[src/rtl/core/rde_pkg.sv]
`timescale 1ns / 1ps
// ----------------------------------------------------------------------------
// rde_pkg: shared types and constants of the radix digit emitter
// Holds the payload structs, the base selector codes, the derived digit
// widths and the ASCII mapping used by the converter and the emitter.
// ----------------------------------------------------------------------------
package rde_pkg;

	// Bits of the operand that take part in the conversion.
	localparam int VALUE_WIDTH = 31;
	// Fixed width of the operand field on the port.
	localparam int IN_WIDTH    = 31;

	// Digit counts for the largest operand in each base.
	localparam int DEC_DIGITS = ((VALUE_WIDTH * 1233) >> 12) + 1;
	localparam int OCT_DIGITS = (VALUE_WIDTH + 2) / 3;
	localparam int HEX_DIGITS = (VALUE_WIDTH + 3) / 4;
	localparam int BCD_WIDTH  = 4 * DEC_DIGITS;

	function automatic int max_int(input int a, input int b);
		return (a > b) ? a : b;
	endfunction

	// Width of the emitter shift register: large enough for every base.
	localparam int DIG_WIDTH = max_int(max_int(BCD_WIDTH, VALUE_WIDTH),
		max_int(3 * OCT_DIGITS, 4 * HEX_DIGITS));

	// Counter width for digits and for conversion steps.
	localparam int CNT_WIDTH = $clog2(VALUE_WIDTH + 1);

	localparam logic [6:0] ASCII_ZERO    = 7'd48;
	localparam logic [6:0] ASCII_UPPER_A = 7'd65;

	typedef enum logic [1:0] {
		FUNC_BIN = 2'd0,
		FUNC_OCT = 2'd1,
		FUNC_DEC = 2'd2,
		FUNC_HEX = 2'd3
	} func_t;

	typedef struct packed {
		logic [IN_WIDTH-1:0] value;
		func_t               func;
	} in_t;

	typedef struct packed {
		logic [6:0] digit_char;
		logic       last;
	} res_t;

	// Load command from the controller to the emitter.
	typedef struct packed {
		logic                 load;
		func_t                base;
		logic [DIG_WIDTH-1:0] data;
	} emit_cmd_t;

	// Maps a digit of 0 to 15 to its ASCII code.
	function automatic logic [6:0] digit_to_ascii(input logic [3:0] d);
		if (d >= 4'd10) begin
			return ASCII_UPPER_A + {3'b000, d} - 7'd10;
		end
		return ASCII_ZERO + {3'b000, d};
	endfunction

endpackage

[src/rtl/core/rde_dabble.sv]
`timescale 1ns / 1ps
// ----------------------------------------------------------------------------
// rde_dabble: bit-serial binary to BCD converter
// Shifts the operand in one bit per cycle, most significant first, and
// applies the add-three correction to every BCD digit before each shift.
// ----------------------------------------------------------------------------
module rde_dabble (
	input  logic                             clk,
	input  logic                             arst_n,
	input  logic                             go,
	input  logic [rde_pkg::VALUE_WIDTH-1:0]  value,
	output logic                             busy,
	output logic [rde_pkg::BCD_WIDTH-1:0]    bcd
);

	logic [rde_pkg::VALUE_WIDTH-1:0] sh_q;
	logic [rde_pkg::BCD_WIDTH-1:0]   bcd_q;
	logic [rde_pkg::CNT_WIDTH-1:0]   cnt_q;
	logic [rde_pkg::BCD_WIDTH-1:0]   adj;

	// Add three to every digit of five or more before the next shift.
	always_comb begin
		for (int i = 0; i < rde_pkg::DEC_DIGITS; i++) begin
			if (bcd_q[4*i +: 4] >= 4'd5) begin
				adj[4*i +: 4] = bcd_q[4*i +: 4] + 4'd3;
			end else begin
				adj[4*i +: 4] = bcd_q[4*i +: 4];
			end
		end
	end

	// Step counter: one operand bit per cycle.
	always_ff @(posedge clk or negedge arst_n) begin
		if (!arst_n) begin
			cnt_q <= '0;
		end else if (go) begin
			cnt_q <= rde_pkg::CNT_WIDTH'(rde_pkg::VALUE_WIDTH);
		end else if (cnt_q != '0) begin
			cnt_q <= cnt_q - 1'b1;
		end
	end

	// Operand and BCD shift registers.
	always_ff @(posedge clk) begin
		if (go) begin
			sh_q  <= value;
			bcd_q <= '0;
		end else if (cnt_q != '0) begin
			sh_q  <= sh_q << 1;
			bcd_q <= {adj[rde_pkg::BCD_WIDTH-2:0], sh_q[rde_pkg::VALUE_WIDTH-1]};
		end
	end

	assign busy = (cnt_q != '0);
	assign bcd  = bcd_q;

endmodule

[src/rtl/core/rde_emitter.sv]
`timescale 1ns / 1ps
// ----------------------------------------------------------------------------
// rde_emitter: serial digit emitter
// Shifts a digit vector out one digit per cycle, most significant first,
// drops leading zeros and flags the final digit of the run.
// ----------------------------------------------------------------------------
module rde_emitter (
	input  logic               clk,
	input  logic               arst_n,
	input  rde_pkg::emit_cmd_t cmd,
	output logic               busy,
	output logic               result_valid,
	output rde_pkg::res_t      result
);

	localparam int DW = rde_pkg::DIG_WIDTH;
	localparam int CW = rde_pkg::CNT_WIDTH;

	// Left alignment so that the first digit sits at the top of the register.
	localparam int SH_BIN = DW - rde_pkg::VALUE_WIDTH;
	localparam int SH_OCT = DW - 3 * rde_pkg::OCT_DIGITS;
	localparam int SH_HEX = DW - 4 * rde_pkg::HEX_DIGITS;
	localparam int SH_DEC = DW - rde_pkg::BCD_WIDTH;

	logic [DW-1:0]         dig_q;
	logic [CW-1:0]         rem_q;
	logic                  started_q;
	rde_pkg::func_t        base_q;
	logic                  result_valid_q;
	rde_pkg::res_t         result_q;

	logic [3:0]            top4;
	logic [3:0]            digit;
	logic [DW-1:0]         dig_next;
	logic                  emit;

	// Current digit and the shifted register for the base in use.
	always_comb begin
		top4 = dig_q[DW-1 -: 4];
		unique case (base_q) inside
			rde_pkg::FUNC_BIN: begin
				digit    = {3'b000, top4[3]};
				dig_next = dig_q << 1;
			end
			rde_pkg::FUNC_OCT: begin
				digit    = {1'b0, top4[3:1]};
				dig_next = dig_q << 3;
			end
			rde_pkg::FUNC_DEC, rde_pkg::FUNC_HEX: begin
				digit    = top4;
				dig_next = dig_q << 4;
			end
		endcase
	end

	// A digit goes out once a nonzero one has been seen, or as the final one.
	assign emit = (rem_q != '0) && ((digit != 4'd0) || started_q || (rem_q == CW'(1)));

	// Control: remaining digit count and leading zero tracking.
	always_ff @(posedge clk or negedge arst_n) begin
		if (!arst_n) begin
			rem_q          <= '0;
			started_q      <= 1'b0;
			base_q         <= rde_pkg::FUNC_BIN;
			result_valid_q <= 1'b0;
		end else begin
			result_valid_q <= emit;
			if (cmd.load) begin
				base_q    <= cmd.base;
				started_q <= 1'b0;
				unique case (cmd.base)
					rde_pkg::FUNC_BIN: rem_q <= CW'(rde_pkg::VALUE_WIDTH);
					rde_pkg::FUNC_OCT: rem_q <= CW'(rde_pkg::OCT_DIGITS);
					rde_pkg::FUNC_DEC: rem_q <= CW'(rde_pkg::DEC_DIGITS);
					rde_pkg::FUNC_HEX: rem_q <= CW'(rde_pkg::HEX_DIGITS);
				endcase
			end else if (rem_q != '0) begin
				rem_q <= rem_q - 1'b1;
				if (emit) begin
					started_q <= 1'b1;
				end
			end
		end
	end

	// Digit shift register and output payload.
	always_ff @(posedge clk) begin
		if (cmd.load) begin
			unique case (cmd.base)
				rde_pkg::FUNC_BIN: dig_q <= cmd.data << SH_BIN;
				rde_pkg::FUNC_OCT: dig_q <= cmd.data << SH_OCT;
				rde_pkg::FUNC_DEC: dig_q <= cmd.data << SH_DEC;
				rde_pkg::FUNC_HEX: dig_q <= cmd.data << SH_HEX;
			endcase
		end else if (rem_q != '0) begin
			dig_q <= dig_next;
		end
		if (emit) begin
			result_q.digit_char <= rde_pkg::digit_to_ascii(digit);
			result_q.last       <= (rem_q == CW'(1));
		end
	end

	assign busy         = (rem_q != '0);
	assign result_valid = result_valid_q;
	assign result       = result_q;

endmodule

[src/rtl/core/radix_digit_emitter.sv]
`timescale 1ns / 1ps
// ----------------------------------------------------------------------------
// radix_digit_emitter: integer to ASCII digits in base 2, 8, 10 or 16
// Converts one operand and emits its digits most significant first.
// ----------------------------------------------------------------------------
// Usage:
//   An item (operand.value, operand.func) is taken at a clock edge where
//   start is high and busy is low. busy stays high until the final digit of
//   the item has left.
//   Each digit appears on result for one cycle with result_valid high; the
//   final digit of the run has result.last set. Leading zeros are dropped and
//   a zero operand gives a single '0'. The receiver cannot stall the block.
//   Sequence: in binary, octal and hex the digit slots start on the cycle
//   after the item is taken, and each slot's digit is registered onto
//   result in the cycle after its slot. Leading zero slots give no strobe.
//   Decimal first runs a bit-serial BCD conversion of all VALUE_WIDTH
//   operand bits and a load step into the emitter before its first slot.
//   Throughput: one digit slot per cycle, then the controller returns to
//   idle; the next item is taken only after the final digit has left.
//   Reset clears the controller, the counters and result_valid at once.
// ----------------------------------------------------------------------------
module radix_digit_emitter (
	input  logic          clk,
	input  logic          arst_n,
	input  logic          start,
	output logic          busy,
	input  rde_pkg::in_t  operand,
	output logic          result_valid,
	output rde_pkg::res_t result
);

	typedef enum logic [2:0] {
		ST_IDLE = 3'b001,
		ST_CONV = 3'b010,
		ST_EMIT = 3'b100
	} state_t;

	state_t                           state_q;
	logic                             accept;
	logic [63:0]                      value_ext;
	logic [rde_pkg::VALUE_WIDTH-1:0]  value_m;
	logic                             dab_busy;
	logic [rde_pkg::BCD_WIDTH-1:0]    bcd;
	logic                             emit_busy;
	rde_pkg::emit_cmd_t               cmd;

	assign accept    = start && (state_q == ST_IDLE);
	assign busy      = (state_q != ST_IDLE);
	assign value_ext = 64'(operand.value);
	assign value_m   = value_ext[rde_pkg::VALUE_WIDTH-1:0];

	// Emitter load: straight from the operand, or from the BCD result.
	always_comb begin
		cmd.load = (accept && (operand.func != rde_pkg::FUNC_DEC))
			|| ((state_q == ST_CONV) && !dab_busy);
		if (accept) begin
			cmd.base = operand.func;
			cmd.data = rde_pkg::DIG_WIDTH'(value_m);
		end else begin
			cmd.base = rde_pkg::FUNC_DEC;
			cmd.data = rde_pkg::DIG_WIDTH'(bcd);
		end
	end

	// Controller.
	always_ff @(posedge clk or negedge arst_n) begin
		if (!arst_n) begin
			state_q <= ST_IDLE;
		end else begin
			unique case (state_q)
				ST_IDLE: begin
					if (accept) begin
						state_q <= (operand.func == rde_pkg::FUNC_DEC) ? ST_CONV : ST_EMIT;
					end
				end
				ST_CONV: begin
					if (!dab_busy) begin
						state_q <= ST_EMIT;
					end
				end
				ST_EMIT: begin
					if (!emit_busy) begin
						state_q <= ST_IDLE;
					end
				end
				default: state_q <= ST_IDLE;
			endcase
		end
	end

	rde_dabble u_dabble (
		.clk    (clk),
		.arst_n (arst_n),
		.go     (accept && (operand.func == rde_pkg::FUNC_DEC)),
		.value  (value_m),
		.busy   (dab_busy),
		.bcd    (bcd)
	);

	rde_emitter u_emitter (
		.clk          (clk),
		.arst_n       (arst_n),
		.cmd          (cmd),
		.busy         (emit_busy),
		.result_valid (result_valid),
		.result       (result)
	);

	// A digit is only strobed when the controller was in the emit state on the previous cycle.
	a_valid_from_emit: assert property (@(posedge clk) disable iff (!arst_n)
		result_valid |-> $past(state_q == ST_EMIT))
		else $error("digit produced outside the emit state");

	// While idle neither the converter nor the emitter is working.
	a_idle_quiet: assert property (@(posedge clk) disable iff (!arst_n)
		(state_q == ST_IDLE) |-> (!dab_busy && !emit_busy))
		else $error("datapath active while idle");

	// A taken item keeps the block busy on the next cycle.
	a_accept_busy: assert property (@(posedge clk) disable iff (!arst_n)
		accept |=> busy)
		else $error("block not busy after taking an item");

	// Every digit is an ASCII code from '0' to 'F'.
	a_char_range: assert property (@(posedge clk) disable iff (!arst_n)
		result_valid |-> ((result.digit_char >= rde_pkg::ASCII_ZERO)
			&& (result.digit_char <= (rde_pkg::ASCII_UPPER_A + 7'd5))))
		else $error("digit character out of range");

endmodule

[config.mk]
export PLATFORM = sky130hd
export DESIGN_NAME = radix_digit_emitter
export DESIGN_NICKNAME = d
export VERILOG_FILES = /design/src/rtl/core/rde_pkg.sv /design/src/rtl/core/rde_dabble.sv /design/src/rtl/core/rde_emitter.sv /design/src/rtl/core/radix_digit_emitter.sv
export SDC_FILE = /design/constraint.sdc
export NUM_CORES = 1
export LEC_CHECK = 0
export ABC_AREA = 0
export BUFFER_PORTS_ARGS = -buffer_cell sky130_fd_sc_hd__buf_2
export CAP_MARGIN = 20
export CORE_MARGIN = 2
export CORE_UTILIZATION = 25
export DETAILED_ROUTE_END_ITERATION = 16
export SYNTH_ARGS = -nofsm -noshare
export SYNTH_HDL_FRONTEND = slang
export SYNTH_HIERARCHICAL = 1
export SYNTH_SLANG_ARGS = --single-unit
[constraint.sdc]
create_clock -name clk -period 3.8 [get_ports clk]
set_clock_uncertainty 0.05 [all_clocks]
set_input_delay 0 -clock clk [delete_from_list [all_inputs] [get_ports clk]]
set_output_delay 0 -clock clk [all_outputs]
set_load 0.03 [all_outputs]
==> results.cfg, run 1 <==
[pwr]
netSwitchingPower_mw = 3.222
pwr_density_cell_mw_per_mm2 = 828.1
comb_power_share = 0.481
leakage_nw = 4.094
internal_power_mw = 5.445
p_sw_frac = 0.3718
ir_worst_vdd_v = 0.0004029
clkPwrFrac = 0.171
pwr-share-seq = 0.348

[clocking]
cts_buffers = 17
path_clk_slew_ns = 0.06
cts_tree = yes
clk_latency_ns = 0.43
clock_path_buffers = 2
clockRootBuffer = clkbuf_16
clock-sinks = 136
htree_levels = 4

[global_route]
grt_max_degree = 107
grt_pass1_wl_um = 34780
antenna_found_initial = 0
first_global_vias = 6417
grt_overflow = 0
grt_usage = 0.1148

[floorplanning]
ioPinCount = 46
dieArea_sq_mm = 0.03745
coreArea_sq_mm = 0.03548
rows = 69
initial_utilization = 0.2531
die_y_um = 193.5
die-width_um = 193.5

[logic_synthesis]
seq_area_frac_synth = 0.4009
synth-edff-count = 79
synth_area_sq_mm = 0.008980
syn_nets = 872
synth-seq-cells = 136
synthFlopType = edfxtp_1
synthMuxAreaShare = 0.2573
syn_inst = 809
synth-compound-area-share = 0.1158
synthSimpleGateAreaFrac = 0.1264
avgSynthCellArea_sq_um = 11.10
synth_top_family_by_area = multiplexers
synth_xor_area_frac = 0.004877
yosys_warnings = 6
yosys-top-cells-area = edfxtp_1 26%, dfxtp_1 8.9%, mux2_2 8.7%
yosys.area.top_type_share = 0.2642
synth_top_area_cell = edfxtp_1
synthArstFlopShare = 0.1250
synth_fa_ha_area_frac = 0.03762
synth.distinct_cells = 54

[sta]
clock.fmax_ghz = 0.3406
final-hold-violation-count = 0
maxSlewHeadroom = 0.3326
grt_setup_unrepaired = no
post-route-min-period_ns = 2.936
setup_tns_ns = 0
tightest_slew_ns = 1.001
maxSlewViolCount = 0
setup_viol = 0
finalCritPeriodShare = 0.7726

[setup_path]
cp.arrival_ns = 3.17
cp-start-kind = register
reg2reg_to = u_emitter/dig_q[6]
worstSetupStartpoint = u_dabble/cnt_q[0]
required_ns = 4.03
path_cells = inv_1 -> ha_1 -> nor4b_4 -> inv_2 -> or4b_1 -> o21ai_4 -> buf_4 -> and3b_1 -> nand2_1 -> o21ai_0
worstRegToRegCells = 10
timing.rr.start = u_dabble/cnt_q[0]
worstSetupEndpointType = register
critPathMaxStageDelay_ns = 0.54
critical_path_class = reg -> reg
worst-r2r-setup-slack_ns = 0.86
crit_family = simple AND/OR/NAND/NOR gates
critPathMaxFanout = 40
critPathBufInv = 3
cpMaxStageDelayCell = or4b_1

[run]
drv_cap = 0

[min_path]
hold_depth = 3
min_path_type = in -> reg
hold_end = state_q[0]
min_from = start

[routing]
drcViolationCount = 0
wl_um = 21460
avgRoutedWirePerCell_um = 16.06
vias_per_cell = 4.826
via_count = 6447
drt_iter0_drc = 425
ant_nets = 0
dr.pass1.iters = 5

[finish]
layout-drive-gt1-share = 0.2514
design_area_sq_mm = 0.01047
layout.nets = 925
synthToLayoutAreaGrowth_pct = 16.55
antennaDiodeCount = 0

[placement]
dpl.hpwl_um = 14960
dpl_cell_area_sq_mm = 0.009604
port_buffers = 45
place.gp.congestion = 0.7824

[run_status]
status = complete, no violations
-- kinds of logic after synthesis --
logic type | count (synthesis)
AOI/OAI and AO/OA | 158
xor gates and xnor gates | 5
buffers and inverters | 109
and+or+nand+nor | 205
DFF | 136
muxes | 169
adders and majority gates | 27
-- stage by stage --
stage	hold WS (ns)	util	std cells	total power, mW	worst slack (ns)
after global routing	0.03927	0.2950	1336	9.303	0.6640
after floorplan	-0.3456	-	809	6.252	0.1632
after detailed placement	-0.08095	0.2707	1269	7.174	0.8860
final	0.02255	0.2950	1336	8.667	0.8643
after CTS	0.005217	0.2950	1336	8.727	0.8688
after global placement	-0.09376	0.2707	1269	7.052	0.8933
-- state kept, by name, summed over array words and instances, names as in the netlist --
| name | flops |
|---|---|
| u_emitter/started_q | 1 |
| u_emitter/dig_q | 40 |
| state_q | 3 |
| u_dabble/bcd | 40 |
| u_emitter/result | 8 |
| u_dabble/sh_q | 31 |
| u_emitter/base_q | 2 |
| u_emitter/rem_q | 5 |
| u_emitter/result_valid | 1 |
| u_dabble/cnt_q | 5 |
-- layout make-up --
cell class	instances	area [sq um]
clock inverter	7	56.30
inverter	53	198.9
timing repair buffer	90	675.6
tap	461	576.8
sequential	136	3600
fill	3581	25020
clock buffer	25	455.4
multi-input combinational	564	4903
-- synthesized netlist by cell type (14+ instances only) --
library cell	count
o21ai_0	59
o211ai_1	22
nand2_1	63
clkbuf_1	23
ha_1	27
and2_1	17
or3_1	41
o21a_1	14
inv_1	51
mux4_2	31
mux2i_1	40
nor2b_1	31
a21oi_1	17
dfrtp_1	16
mux2_4	29
o2111ai_1	20
buf_2	23
edfxtp_1	79
nor2_1	20
mux2_2	69
dfxtp_1	40
-- tightest hold or removal path: cells and delay by family --
| kind | cells | cell delay [ns] |
|---|---|---|
| AND/OR/NAND/NOR | 2 | 0.37 |
| buffers and inverters | 1 | 0.12 |
-- how the worst max path moves through the flow --
stage	end	slack (ns)	cells past startpoint
6_report	u_emitter/dig_q[6]	0.86	10
5_1_grt	u_emitter/dig_q[3]	0.66	10
4_1_cts	u_emitter/dig_q[6]	0.87	10
3_5_place_dp	u_emitter/dig_q[6]	0.89	10
3_3_place_gp	u_emitter/dig_q[6]	0.89	10
2_1_floorplan	u_emitter/dig_q[0]	0.16	11
-- power by group through the flow --
stage / logic, mW / registers [mW] / clock network (mW)
floorplan: 3.39 / 2.87 / 0
global placement: 4.01 / 3.04 / 0
CTS: 4.18 / 3.02 / 1.53
detailed placement: 4.13 / 3.05 / 0
global route: 4.60 / 3.12 / 1.58
finish: 4.16 / 3.02 / 1.48
-- placed cells by master (no fill, tap or decap), drive strengths merged, types with 9 or more instances in the layout --
cell type	count
mux2	98
nor2b	31
a311oi	9
nand3	11
inv	52
clkbuf	25
o211ai	22
o2111ai	20
mux4	31
a21oi	17
o21a	14
o21ai	59
mux2i	40
or3	42
and2	17
dfrtp	16
buf	55
dfxtp	40
nand2	63
edfxtp	79
nor2	20
dlygate4sd3	35
ha	27
-- per-layer routing --
metal | vias to the layer above | share of wire | wire length, um | GRT usage
met5 | - | 0 | 0 | 0
met4 | 0 | 0.033 | 701 | 0.05711
met3 | 44 | 0.031 | 671 | 0.02266
met2 | 121 | 0.49 | 10600 | 0.1901
met1 | 3160 | 0.44 | 9486 | 0.1426
li1 | 3122 | - | - | -
-- repair_timing --
action,CTS,global route
gates resized for setup,0,0
hold endpoints to repair,50,0
hold buffers,35,0
setup buffers,0,0
No activity file was read; power rests on OpenSTA's default activity.
==> run 2: changes to the inputs <==
ABC_AREA = 1   (was 0)
clock period = 2.5 ns   (was 3.8 ns; I/O delays follow)
==> run 2 against run 1 <==
Synthesized cell count up 62%; sequential cell count unchanged; setup slack worse by 0.62 ns; count of clock-buffer cells in the layout down 8; wire length up 12%; critical path depth up 1; critical path type unchanged; non-clock buffer count up 16; first-iteration DRC count up 61%; clock power up 66%; register-to-register slack worse by 0.62 ns; hold slack better by 0.022 ns; highest routed layer unchanged; synthesized area down 1.2%.
==> results.cfg, run 2 <==
[run_status]
status = complete, no violations

[clocking]
path_clk_slew_ns = 0.07
cts_buffers = 17
htree_levels = 4
clock-sinks = 136
clockRootBuffer = clkbuf_16
clk_latency_ns = 0.43
cts_tree = yes
clock_path_buffers = 2

[setup_path]
critical_path_class = reg -> reg
cp-start-kind = register
critPathMaxFanout = 44
path_cells = nand3_4 -> buf_6 -> nor2_1 -> buf_4 -> nand2_1 -> inv_1 -> buf_4 -> nand2_1 -> nand4_1 -> nand2_1 -> nand2_1
cpMostUsedCell = nand2_1
timing.rr.start = state_q[0]
path_depth = 11
critPathMaxStageDelay_ns = 0.60
reg2reg_to = u_emitter/dig_q[10]
critPathBufInv = 4
worstRegToRegCells = 11
worst-r2r-setup-slack_ns = 0.24
cp.arrival_ns = 2.51
cpMaxStageDelayCell = dfstp_2
crit_family = buffers and inverters
required_ns = 2.75
worstSetupEndpointType = register

[routing]
avgRoutedWirePerCell_um = 12.99
via_count = 8391
vias_per_cell = 4.541
drcViolationCount = 0
drt_iter0_drc = 683
ant_nets = 0
wl_um = 24010
dr.pass1.iters = 5

[logic_synthesis]
synth_most_common_cell = nand2_1
seq_area_frac_synth = 0.4056
syn_inst = 1310
synth_top_area_cell = edfxtp_1
synthMuxAreaShare = 0
syn_nets = 1373
synth_fa_ha_area_frac = 0.03807
synthArstFlopShare = 0.1250
yosys_warnings = 6
synth_top_family_by_area = simple AND/OR/NAND/NOR gates
synthSimpleGateAreaFrac = 0.3960
avgSynthCellArea_sq_um = 6.775
synth-compound-area-share = 0.07373
synth-edff-count = 79
synth_xor_area_frac = 0.0009869
synth-seq-cells = 136
ys_top_cells_by_count = 609 x nand2_1, 106 x inv_1, 103 x nand3_1, 79 x edfxtp_1, 77 x nor2_1
synthFlopType = edfxtp_1
yosys.area.top_type_share = 0.2673
yosys-top-cells-area = edfxtp_1 27%, nand2_1 26%, dfxtp_1 9.0%
synth.distinct_cells = 34
synth_area_sq_mm = 0.008875

[sta]
tightest_slew_ns = 0.7313
maxSlewViolCount = 0
setup_viol = 0
clock.fmax_ghz = 0.4428
grt_setup_unrepaired = no
worst_slack_ns = 0.2416
finalCritPeriodShare = 0.9034
post-route-min-period_ns = 2.258
setup_tns_ns = 0
maxSlewHeadroom = 0.5125
whs_ns = 0.04445
final-hold-violation-count = 0

[placement]
dpl_cell_area_sq_mm = 0.009593
post-place-cells = 1781
dpl.hpwl_um = 16810
place.gp.congestion = 0.8846
pre_cts_ws_ns = 0.1126
port_buffers = 45

[finish]
final_util = 0.2987
layout.nets = 1437
seq_area_sq_mm = 0.003600
layout-drive-gt1-share = 0.09589
fin_cells = 1848
final.fill_count = 3816
layout_common_cells = 607 x nand2_1, 106 x inv_1, 103 x nand3_1, 79 x edfxtp_1, 76 x nor2_1
synthToLayoutAreaGrowth_pct = 18.54
multi_input_area_sq_mm = 0.004538
layout_commonest_cell = nand2_1
design_area_sq_mm = 0.01052
antennaDiodeCount = 0

[floorplanning]
dieArea_sq_mm = 0.03702
coreArea_sq_mm = 0.03522
initial_utilization = 0.2520
rows = 69
die-width_um = 192.4
die_y_um = 192.4
ioPinCount = 46

[global_route]
grt_usage = 0.1330
grt_max_degree = 76
antenna_found_initial = 0
grt_pass1_wl_um = 39260
grt_overflow = 0
first_global_vias = 7806

[pwr]
pwr_density_cell_mw_per_mm2 = 1272
ir_worst_vdd_v = 0.0005318
leakage_nw = 5.056
power_mw = 13.38

[run]
drv_cap = 0

[min_path]
min_path_type = in -> async
[run 2: cell types whose count changed after synthesis, moves of 31 or more]
| cell | before | now |
|---|---|---|
| nand2_1 | 63 | 609 |
| nand3_1 | 11 | 103 |
| mux2_2 | 69 | 0 |
| nor2_1 | 20 | 77 |
| inv_1 | 51 | 106 |
| or3_1 | 41 | 0 |
| a21oi_1 | 17 | 57 |
| mux2i_1 | 40 | 0 |
| nand4_1 | 0 | 36 |
| mux4_2 | 31 | 0 |
| nor2b_1 | 31 | 0 |
[run 2: worst max-delay path by stage]
stage	startpoint	endpoint	slack, ns
2_1_floorplan	state_q[1]	u_dabble/sh_q[0]	-0.03
3_3_place_gp	state_q[1]	u_emitter/dig_q[26]	0.17
3_5_place_dp	state_q[2]	u_emitter/dig_q[31]	0.11
4_1_cts	state_q[1]	u_emitter/dig_q[31]	0.10
5_1_grt	state_q[0]	u_emitter/dig_q[23]	0.08
6_report	state_q[0]	u_emitter/dig_q[10]	0.24
[run 2: logic make-up (layout without fill, tap and decap cells)]
logic type,after synthesis,count (layout)
and+or+nand+nor,851,851
buffers and inverters,173,250
DFF,136,136
AOI/OAI and AO/OA,122,122
adders and majority gates,27,27
xor gates and xnor gates,1,1
[run 2: what timing repair did]
item / CTS / global route
hold buffers: 35 / 0
endpoints found under the hold margin: 51 / 0
gates resized for setup: 0 / 2
endpoints found under the setup margin: 0 / 6
setup buffers: 0 / 0
[run 2: power by group]
part           internal [mW]  switching (mW)
Clock                   1.39            1.06
Combinational           2.24            4.18
Sequential              3.70           0.814
Total                   7.33            6.05
[run 2: cell type report]
class / count / share of cell area
clock buffers: 17 / 0.04044
clock inverters: 15 / 0.01356
inverters: 112 / 0.04044
multi-input cells: 1001 / 0.4314
flip-flops and latches: 136 / 0.3422
well taps: 461 / 0.05483
repair buffers: 106 / 0.07719
[run 2: per-layer routing]
layer  vias up  GRT usage  wire length (um)
li1       4336          -                 -
met1      3848     0.1787             11660
met2       182     0.2172             11000
met3        25    0.02237               964
met4         0    0.04198               384
met5         -          0                 0
